## src/design/fat16_cluster_table_engine_macros.svh

```systemverilog
`ifndef FAT16_CLUSTER_TABLE_ENGINE_MACROS_SVH
`define FAT16_CLUSTER_TABLE_ENGINE_MACROS_SVH

// checks that only hold out of reset
`define FCTE_ASSERT(lbl, prop, msg) \
	lbl: assert property (@(posedge clk) disable iff (!arst_n) prop) else $error(msg);

// checks that hold at every edge, reset included
`define FCTE_ASSERT_ALWAYS(lbl, prop, msg) \
	lbl: assert property (@(posedge clk) prop) else $error(msg);

`endif

```

## src/design/fcte_pkg.sv

```systemverilog
package fcte_pkg;

	localparam int CLUSTERS_DEF = 4096;
	localparam int FIRST_DATA   = 2;

	localparam int OP_W      = 2;
	localparam int CL_W      = 16;
	localparam int VAL_W     = 16;
	localparam int ALLOC_W   = 12;
	localparam int FREED_W   = 13;
	localparam int ST_W      = 2;
	localparam int TOT_W     = 12;
	localparam int CFG_IDX_W = 2;
	localparam int CFG_W     = 16;
	localparam int CMP_W     = 17;

	localparam logic [OP_W-1:0] OP_READ  = 2'd0;
	localparam logic [OP_W-1:0] OP_WRITE = 2'd1;
	localparam logic [OP_W-1:0] OP_ALLOC = 2'd2;
	localparam logic [OP_W-1:0] OP_FREE  = 2'd3;

	localparam logic [ST_W-1:0] ST_OK    = 2'd0;
	localparam logic [ST_W-1:0] ST_FULL  = 2'd1;
	localparam logic [ST_W-1:0] ST_RANGE = 2'd2;
	localparam logic [ST_W-1:0] ST_LONG  = 2'd3;

	localparam logic [CFG_IDX_W-1:0] CFG_TOTAL = 2'd0;
	localparam logic [CFG_IDX_W-1:0] CFG_EOF   = 2'd1;
	localparam logic [CFG_IDX_W-1:0] CFG_RSV   = 2'd2;

	localparam logic [TOT_W-1:0] TOTAL_RST = 12'd4094;
	localparam logic [CFG_W-1:0] EOF_RST   = 16'd65535;
	localparam logic [CFG_W-1:0] RSV_RST   = 16'd65520;

	typedef logic [1:0] wr_sel_t;
	localparam wr_sel_t WR_CLEAR = 2'd0;
	localparam wr_sel_t WR_PORT  = 2'd1;
	localparam wr_sel_t WR_EOF   = 2'd2;
	localparam wr_sel_t WR_ZERO  = 2'd3;

	typedef logic [1:0] rd_sel_t;
	localparam rd_sel_t RD_PORT = 2'd0;
	localparam rd_sel_t RD_IDX  = 2'd1;
	localparam rd_sel_t RD_CUR  = 2'd2;

	typedef logic [1:0] res_sel_t;
	localparam res_sel_t RES_NONE  = 2'd0;
	localparam res_sel_t RES_READ  = 2'd1;
	localparam res_sel_t RES_ALLOC = 2'd2;
	localparam res_sel_t RES_FREE  = 2'd3;

	typedef struct packed {
		logic             accept;
		logic             wr_en;
		wr_sel_t          wr_sel;
		rd_sel_t          rd_sel;
		logic             idx_inc;
		logic             walk_step;
		logic             res_load;
		res_sel_t         res_sel;
		logic [ST_W-1:0]  res_status;
	} cmd_t;

	typedef struct packed {
		logic port_in;
		logic cur_out;
		logic clr_last;
		logic scan_end;
		logic rd_zero;
		logic walk_go;
		logic walk_long;
	} sts_t;

endpackage

```

## src/design/fcte_ctrl.sv

```systemverilog
`include "fat16_cluster_table_engine_macros.svh"

module fcte_ctrl import fcte_pkg::*; (
	input  logic            clk,
	input  logic            arst_n,
	input  logic            start,
	input  logic [OP_W-1:0] operation,
	input  sts_t            sts,
	output cmd_t            cmd,
	output logic            busy
);

	localparam logic [2:0] S_CLR  = 3'd0;
	localparam logic [2:0] S_IDLE = 3'd1;
	localparam logic [2:0] S_READ = 3'd2;
	localparam logic [2:0] S_ACHK = 3'd3;
	localparam logic [2:0] S_ATST = 3'd4;
	localparam logic [2:0] S_FCHK = 3'd5;
	localparam logic [2:0] S_FUPD = 3'd6;

	logic [2:0] state_q;
	logic [2:0] state_nxt;

	always_comb begin
		cmd       = '0;
		state_nxt = state_q;
		case (state_q)
			S_CLR: begin
				cmd.wr_en   = 1'b1;
				cmd.wr_sel  = WR_CLEAR;
				cmd.idx_inc = 1'b1;
				if (sts.clr_last) begin
					state_nxt = S_IDLE;
				end
			end
			S_IDLE: begin
				cmd.rd_sel = RD_PORT;
				if (start) begin
					cmd.accept = 1'b1;
					case (operation)
						OP_READ: begin
							state_nxt = S_READ;
						end
						OP_WRITE: begin
							cmd.wr_en      = sts.port_in;
							cmd.wr_sel     = WR_PORT;
							cmd.res_load   = 1'b1;
							cmd.res_sel    = RES_NONE;
							cmd.res_status = sts.port_in ? ST_OK : ST_RANGE;
						end
						OP_ALLOC: begin
							state_nxt = S_ACHK;
						end
						OP_FREE: begin
							state_nxt = S_FCHK;
						end
						default: begin
							state_nxt = S_IDLE;
						end
					endcase
				end
			end
			S_READ: begin
				cmd.res_load   = 1'b1;
				cmd.res_sel    = RES_READ;
				cmd.res_status = sts.cur_out ? ST_RANGE : ST_OK;
				state_nxt      = S_IDLE;
			end
			S_ACHK: begin
				cmd.rd_sel = RD_IDX;
				if (sts.scan_end) begin
					cmd.res_load   = 1'b1;
					cmd.res_sel    = RES_NONE;
					cmd.res_status = ST_FULL;
					state_nxt      = S_IDLE;
				end else begin
					state_nxt = S_ATST;
				end
			end
			S_ATST: begin
				if (sts.rd_zero) begin
					cmd.wr_en      = 1'b1;
					cmd.wr_sel     = WR_EOF;
					cmd.res_load   = 1'b1;
					cmd.res_sel    = RES_ALLOC;
					cmd.res_status = ST_OK;
					state_nxt      = S_IDLE;
				end else begin
					cmd.idx_inc = 1'b1;
					state_nxt   = S_ACHK;
				end
			end
			S_FCHK: begin
				cmd.rd_sel  = RD_CUR;
				cmd.res_sel = RES_FREE;
				if (!sts.walk_go) begin
					cmd.res_load   = 1'b1;
					cmd.res_status = ST_OK;
					state_nxt      = S_IDLE;
				end else if (sts.cur_out) begin
					cmd.res_load   = 1'b1;
					cmd.res_status = ST_RANGE;
					state_nxt      = S_IDLE;
				end else if (sts.walk_long) begin
					cmd.res_load   = 1'b1;
					cmd.res_status = ST_LONG;
					state_nxt      = S_IDLE;
				end else begin
					state_nxt = S_FUPD;
				end
			end
			S_FUPD: begin
				cmd.wr_en     = 1'b1;
				cmd.wr_sel    = WR_ZERO;
				cmd.walk_step = 1'b1;
				state_nxt     = S_FCHK;
			end
			default: begin
				state_nxt = S_IDLE;
			end
		endcase
	end

	always_ff @(posedge clk or negedge arst_n) begin
		if (!arst_n) begin
			state_q <= S_CLR;
		end else begin
			state_q <= state_nxt;
		end
	end

	assign busy = (state_q != S_IDLE);

	`FCTE_ASSERT(a_eof_only_free, (cmd.wr_en && cmd.wr_sel == WR_EOF) |-> sts.rd_zero, "allocate wrote a used entry")
	`FCTE_ASSERT(a_long_needs_count, (cmd.res_load && cmd.res_status == ST_LONG) |-> sts.walk_long, "chain cut short")

endmodule

```

## config.mk

```make
export PLATFORM = sky130hd
export DESIGN_NAME = fcte_ctrl
export DESIGN_NICKNAME = d
export VERILOG_FILES = /design/src/design/fcte_pkg.sv /design/src/design/fcte_ctrl.sv
export VERILOG_INCLUDE_DIRS = /design/src /design/src/design
export SDC_FILE = /design/constraint.sdc
export NUM_CORES = 1
export LEC_CHECK = 0
export ABC_CLOCK_PERIOD_IN_PS = 1790
export BUFFER_PORTS_ARGS = -buffer_cell sky130_fd_sc_hd__buf_2
export CORE_AREA = 2 2 39 41
export DETAILED_ROUTE_END_ITERATION = 10
export DIE_AREA = 0 0 41 43
export PLACE_DENSITY = 0.69
export SLEW_MARGIN = 15
export SYNTH_ARGS = -nofsm -noshare
export SYNTH_HDL_FRONTEND = slang
export SYNTH_SLANG_ARGS = --single-unit
export TNS_END_PERCENT = 5
```

## constraint.sdc

```tcl
create_clock -name clk -period 1.79 [get_ports clk]
set_input_delay 0.537 -clock clk [delete_from_list [all_inputs] [get_ports clk]]
set_output_delay 0.537 -clock clk [all_outputs]
set_load 0.05 [all_outputs]
```

==> results.json, run 1 <==
{
  "drt.antenna.violating_nets": 0,
  "num_rows": 14,
  "r2r_start": "state_q[2]",
  "synth_seq_area_share_pct": 17.8,
  "slowest_stage": "dfrtp_2",
  "vdd_drop_max_mv": 0.971,
  "io_buffers": 25,
  "async_reset_ff_share_pct": 100,
  "wirelength_mm": 1.52,
  "cp-start-kind": "register",
  "grt_overflow": 0,
  "coreArea_um2": 1380,
  "critPathMaxStageDelay_ns": 0.44,
  "crit_start": "state_q[1]",
  "layout-drive-gt1-share_pct": 67.6,
  "hold_ws_ns": 0.0947,
  "status": "complete, but fails checks",
  "synth_area_per_cell_um2": 7.17,
  "hold_path_class": "primary input to asynchronous set/reset pin",
  "htree_num_levels": 1,
  "place_ws_ns": -0.250,
  "slew_headroom_pct": 82.1,
  "drc_errors": 0,
  "post-cts-setup-buffers": 0,
  "violations": "setup timing",
  "synth-edff-count": 0,
  "maxCapViolations": 0,
  "tightest_slew_ns": 0.267,
  "cts-root-buf": "clkbuf_4",
  "ys_types": 35,
  "synth_nets": 71,
  "top_regs": "state_q: 3 flops",
  "synth_commonest_cells": "8 x nor2_1, 5 x a21oi_1, 4 x nand2_1",
  "path_class": "register to output port",
  "r2r_cells": 5,
  "fin_ws_ns": -0.266,
  "fin_worst_skew_ns": 0.0000616,
  "grt_first_pass_wirelength_mm": 2.55,
  "antenna_found_initial": 0,
  "power_uw": 1770,
  "synth.cell_area_um2": 423,
  "timing.rr.end": "state_q[0]",
  "post-route-cell-area_um2": 927,
  "fillers": 109,
  "grt_use_total_pct": 20.7,
  "critPathArrivalTime_ns": 1.52,
  "path_max_fanout": 8,
  "powerDensity_nw_per_um2": 1910,
  "fp.dieH_um": 43,
  "cp.required_ns": 1.25,
  "dpl_cell_area_um2": 773,
  "yosys_register_bits": 3,
  "layout.nets": 124,
  "initial_utilization_pct": 30.6,
  "cts_buffers": 3,
  "rsz0062_at_grt": "true",
  "p_leak_uw": 0.000447,
  "finalSetupViolCount": 13,
  "vias": 624,
  "path_cells": "buf_4 -> nor2_1 -> nor2_4 -> a211o_1 -> buf_4",
  "crit_top_cell": "buf_4",
  "drt_iter0_drc": 5,
  "gp_congestion": 0.832,
  "yosys.area.top_type": "dfrtp_1",
  "cts_buffer_depth": 2,
  "area_delta_synth_final_pct": 119,
  "top_register": "state_q",
  "detail_route.wl_per_cell_um": 11.9,
  "grt_max_degree": 9,
  "synth.area.top_cells": "dfrtp_1 18%, nor2_1 7.1%, a21oi_1 5.9%",
  "grt_pass1_vias": 646,
  "yosys_warnings": 0,
  "dr.pass1.iters": 2,
  "viasPerCell": 4.91,
  "diodes": 0,
  "yosysMostFrequentCell": "nor2_1",
  "fmax_ghz": 0.486,
  "report.final.hold_viol_count": 0,
  "r2r_slack_ns": 0.39,
  "cts_tree": "built",
  "synthCells": 59,
  "maxSlewViolCount": 0,
  "largest_register_ff_count": 3,
  "io_pins": 26,
  "die_area_um2": 1760,
  "cts-hold-fix-buffers": 0,
  "dp_hpwl_mm": 1.15,
  "min_period_ns": 2.06,
  "clkSinkCount": 3,
  "period_share_pct": 115,
  "yosys.area.top_type_share_pct": 17.8,
  "insertion_delay_ns": 0.23,
  "end_kind": "output port",
  "endpoint": "cmd[11]",
  "clk_pin_slew_ns": 0.04,
  "die_w_um": 41,
  "ys.flop_type": "dfrtp_1"
}
-- cell usage in the layout, fill, tap and decap left out, drive strengths merged, types with 2 or more instances in the layout --
cell	Yosys	final
buf	3	51
nor2	9	9
a21oi	5	5
nand2	5	5
inv	4	4
o21ai	4	4
clkbuf	0	4
nand3	3	3
dfrtp	3	3
a211oi	3	3
nor3b	2	2
nor2b	2	2
o211ai	2	2
-- worst min path at each step --
stage | startpoint | to | slack [ns] | cells after the start
6_report | arst_n | state_q[0] | 0.09 | 1
5_1_grt | arst_n | state_q[2] | 0.09 | 1
4_1_cts | arst_n | state_q[2] | 0.08 | 1
3_5_place_dp | arst_n | state_q[2] | 0.34 | 1
3_3_place_gp | arst_n | state_q[2] | 0.33 | 1
2_1_floorplan | arst_n | state_q[0] | 0.24 | 0
-- stage by stage --
stage / cells / setup TNS (ns) / utilization [%]
final: 127 / -1.65 / 67.0
after global routing: 127 / -2.51 / 67.0
after CTS: 127 / -1.62 / 66.4
after detailed placement: 123 / -0.876 / 55.9
after global placement: 123 / -0.799 / 55.9
after floorplan: 59 / -1.36 / -
-- critical path: cells and delay by family, from the launching register on --
kind,cells,cell delay [ns]
buffers and inverters,2,0.37
AOI/OAI and AO/OA,1,0.22
DFF,1,0.44
and+or+nand+nor,2,0.26
-- final cells by class --
type / count / area, um^2 / share of cell area (%)
Clock buffer: 4 / 26.3 / 2.83
Inverter: 4 / 15.0 / 1.62
Multi-Input combinational cell: 49 / 365 / 39.4
Sequential cell: 3 / 77.6 / 8.37
Tap cell: 16 / 20.0 / 2.16
Timing Repair Buffer: 51 / 423 / 45.6
-- cell families after synthesis --
logic type	count (synthesis)	synth area share [%]
AO/OA/AOI/OAI	21	35.2
flip-flops	3	17.8
AND/OR/NAND/NOR	28	37.9
buffers and inverters	7	9.17
-- repair_timing --
action / CTS / global route
resized for setup: 38 / 3
setup endpoints to repair: 14 / 14
pin swaps: 6 / 0
-- power breakdown --
part           total, uW  internal [uW]  switching [uW]
logic               1510            646             867
registers            142           98.5            43.4
clock network        117           83.4            33.2
total               1770            828             944
-- metal layers --
layer | routed length [um] | vias to the layer above | GRT usage, %
li1 | - | 319 | -
met3 | 43 | 2 | 4.19
met4 | 7 | 0 | 9.33
met5 | 0 | - | 0
met2 | 805 | 14 | 34.4
met1 | 658 | 289 | 23.9
Power figures use the tool's default switching activity.
==> run 2: changes to the inputs <==
--- a/config.mk
+++ b/config.mk
@@ -11,6 +11,7 @@
 export CORE_AREA = 2 2 39 41
 export DETAILED_ROUTE_END_ITERATION = 10
 export DIE_AREA = 0 0 41 43
+export GPL_TIMING_DRIVEN = 0
 export PLACE_DENSITY = 0.69
 export SLEW_MARGIN = 15
 export SYNTH_ARGS = -nofsm -noshare
==> results.json, run 2 (synthesized netlist as in run 1, its figures left out) <==
{
  "violations": "setup timing",
  "powerDensity_nw_per_um2": 2100,
  "report.final.hold_viol_count": 0,
  "io_pins": 26,
  "post-route-cell-area_um2": 795,
  "grt_pass1_vias": 588,
  "die_w_um": 41,
  "vdd_drop_max_mv": 0.909,
  "p_leak_uw": 0.000371,
  "switchingPower_uw": 929,
  "clkSinkCount": 3,
  "critPathTopFamily": "simple AND/OR/NAND/NOR gates",
  "endpoint": "cmd[9]",
  "top_regs": "state_q: 3 flops",
  "critPathMaxStageDelay_ns": 0.44,
  "cp-start-kind": "register",
  "path_depth": 5,
  "vias": 585,
  "grt_overflow": 0,
  "pwr-share-seq_pct": 9.0,
  "path_max_fanout": 5,
  "detail_route.wl_per_cell_um": 13.4,
  "htree_num_levels": 1,
  "r2r_cells": 6,
  "power_uw": 1670,
  "crit_start": "state_q[1]",
  "cts_buffers": 3,
  "rsz0062_at_grt": "true",
  "diodes": 0,
  "finalSetupViolCount": 10,
  "fp.dieH_um": 43,
  "p_int_uw": 737,
  "mostFrequentLayoutCells": "13 x buf_4, 12 x buf_2, 10 x buf_6",
  "path_class": "register to output port",
  "r2r_start": "state_q[2]",
  "clk_pin_slew_ns": 0.04,
  "slowest_stage": "dfrtp_2",
  "end_kind": "output port",
  "crit_buf_inv": 1,
  "num_rows": 14,
  "cts_tree": "built",
  "insertion_delay_ns": 0.23,
  "grt_first_pass_wirelength_mm": 2.39,
  "io_buffers": 25,
  "final_util_pct": 57.4,
  "layout.nets": 109,
  "period_share_pct": 114,
  "drc_errors": 0,
  "power_frac_clock_pct": 7.0,
  "cp.required_ns": 1.25,
  "antenna_found_initial": 0,
  "maxCapViolations": 0,
  "die_area_um2": 1760,
  "fmax_ghz": 0.489,
  "top_register": "state_q",
  "dpl_cell_area_um2": 602,
  "layout-drive-gt1-share_pct": 62.5,
  "min_period_ns": 2.05,
  "critPathArrivalTime_ns": 1.51,
  "drt_iter0_drc": 8,
  "slew_headroom_pct": 82.3,
  "timing.rr.end": "state_q[0]",
  "cts-root-buf": "clkbuf_4",
  "fillers": 143,
  "dr.pass1.iters": 4,
  "r2r_slack_ns": 0.36,
  "status": "complete, but fails checks",
  "p_sw_share_pct": 55.8,
  "fin_worst_skew_ns": 0.000559,
  "tightest_slew_ns": 0.265,
  "cts_buffer_depth": 2,
  "initial_utilization_pct": 30.6,
  "dp_hpwl_mm": 1.02,
  "grt_max_degree": 11,
  "path_cells": "nor3b_4 -> and3_4 -> nor2_1 -> a211oi_4 -> buf_6",
  "area_delta_synth_final_pct": 87.9,
  "gp_congestion": 0.886,
  "drt.antenna.violating_nets": 0,
  "fin_ws_ns": -0.257,
  "final_common_cell": "buf_4",
  "hold_path_class": "primary input to asynchronous set/reset pin",
  "coreArea_um2": 1380,
  "wirelength_mm": 1.50,
  "combPwrFrac_pct": 84.0,
  "largest_register_ff_count": 3,
  "grt_use_total_pct": 19.7,
  "viasPerCell": 5.22,
  "maxSlewViolCount": 0
}
## run 2: cell count changes in the layout (fill, tap and decap cells not counted), sizes merged
cell / change
buf: -15
## run 2: area by class of cell
type / count / area, um^2 / share of cell area, %
inverters: 4 / 15.0 / 1.89
multi-input cells: 49 / 369 / 46.5
clock buffers: 4 / 26.3 / 3.31
flip-flops and latches: 3 / 78.8 / 9.92
repair buffers: 33 / 262 / 32.9
well taps: 16 / 20.0 / 2.52
plain buffers: 3 / 23.8 / 2.99
## run 2: power groups by stage
stage / sequential, uW / combinational [uW] / clock, uW
2_1_floorplan: 142 / 868 / 0
3_3_place_gp: 152 / 1060 / 0
3_5_place_dp: 153 / 1070 / 0
4_1_cts: 142 / 1350 / 124
5_1_grt: 156 / 1490 / 126
6_report: 150 / 1400 / 117
## run 2: through the flow
step                TNS [ns]  hold slack, ns  worst slack [ns]  std cells
CTS                    -1.70          0.0841            -0.274        112
detailed placement    -0.910           0.334            -0.269        100
floorplan              -1.36           0.241            -0.285         59
global placement      -0.875           0.331            -0.261        100
global route           -2.19          0.0894            -0.341        112
finish                 -1.36          0.0924            -0.257        112
## run 2: worst register-to-register path: cells and delay by family, from the launching register on
family,cells,cell delay (ns)
compound gates,3,0.48
buf+inv,3,0.43
flops,1,0.43
## run 2: repair_timing
| item | 4_1_cts | 5_1_grt |
|---|---|---|
| gates resized for setup | 25 | 11 |
| pin swaps | 4 | 2 |
| hold buffers | 0 | 0 |
| setup buffers | 8 | 0 |
| hold endpoints to repair | 0 | 0 |
| setup endpoints to repair | 14 | 14 |
## run 2: worst min path at each step
stage | start | end | slack [ns] | cells after the start
5_1_grt | arst_n | state_q[1] | 0.09 | 1
4_1_cts | arst_n | state_q[1] | 0.08 | 1
6_report | arst_n | state_q[2] | 0.09 | 1
3_3_place_gp | arst_n | state_q[0] | 0.33 | 1
3_5_place_dp | arst_n | state_q[2] | 0.33 | 1
2_1_floorplan | arst_n | state_q[0] | 0.24 | 0
## run 2: routing by layer
layer	vias to the layer above	GRT usage (%)	routed length, um
met5	-	0	0
met4	0	12.0	33
met3	4	3.66	52
met2	18	31.3	791
met1	277	23.1	621
li1	286	-	-
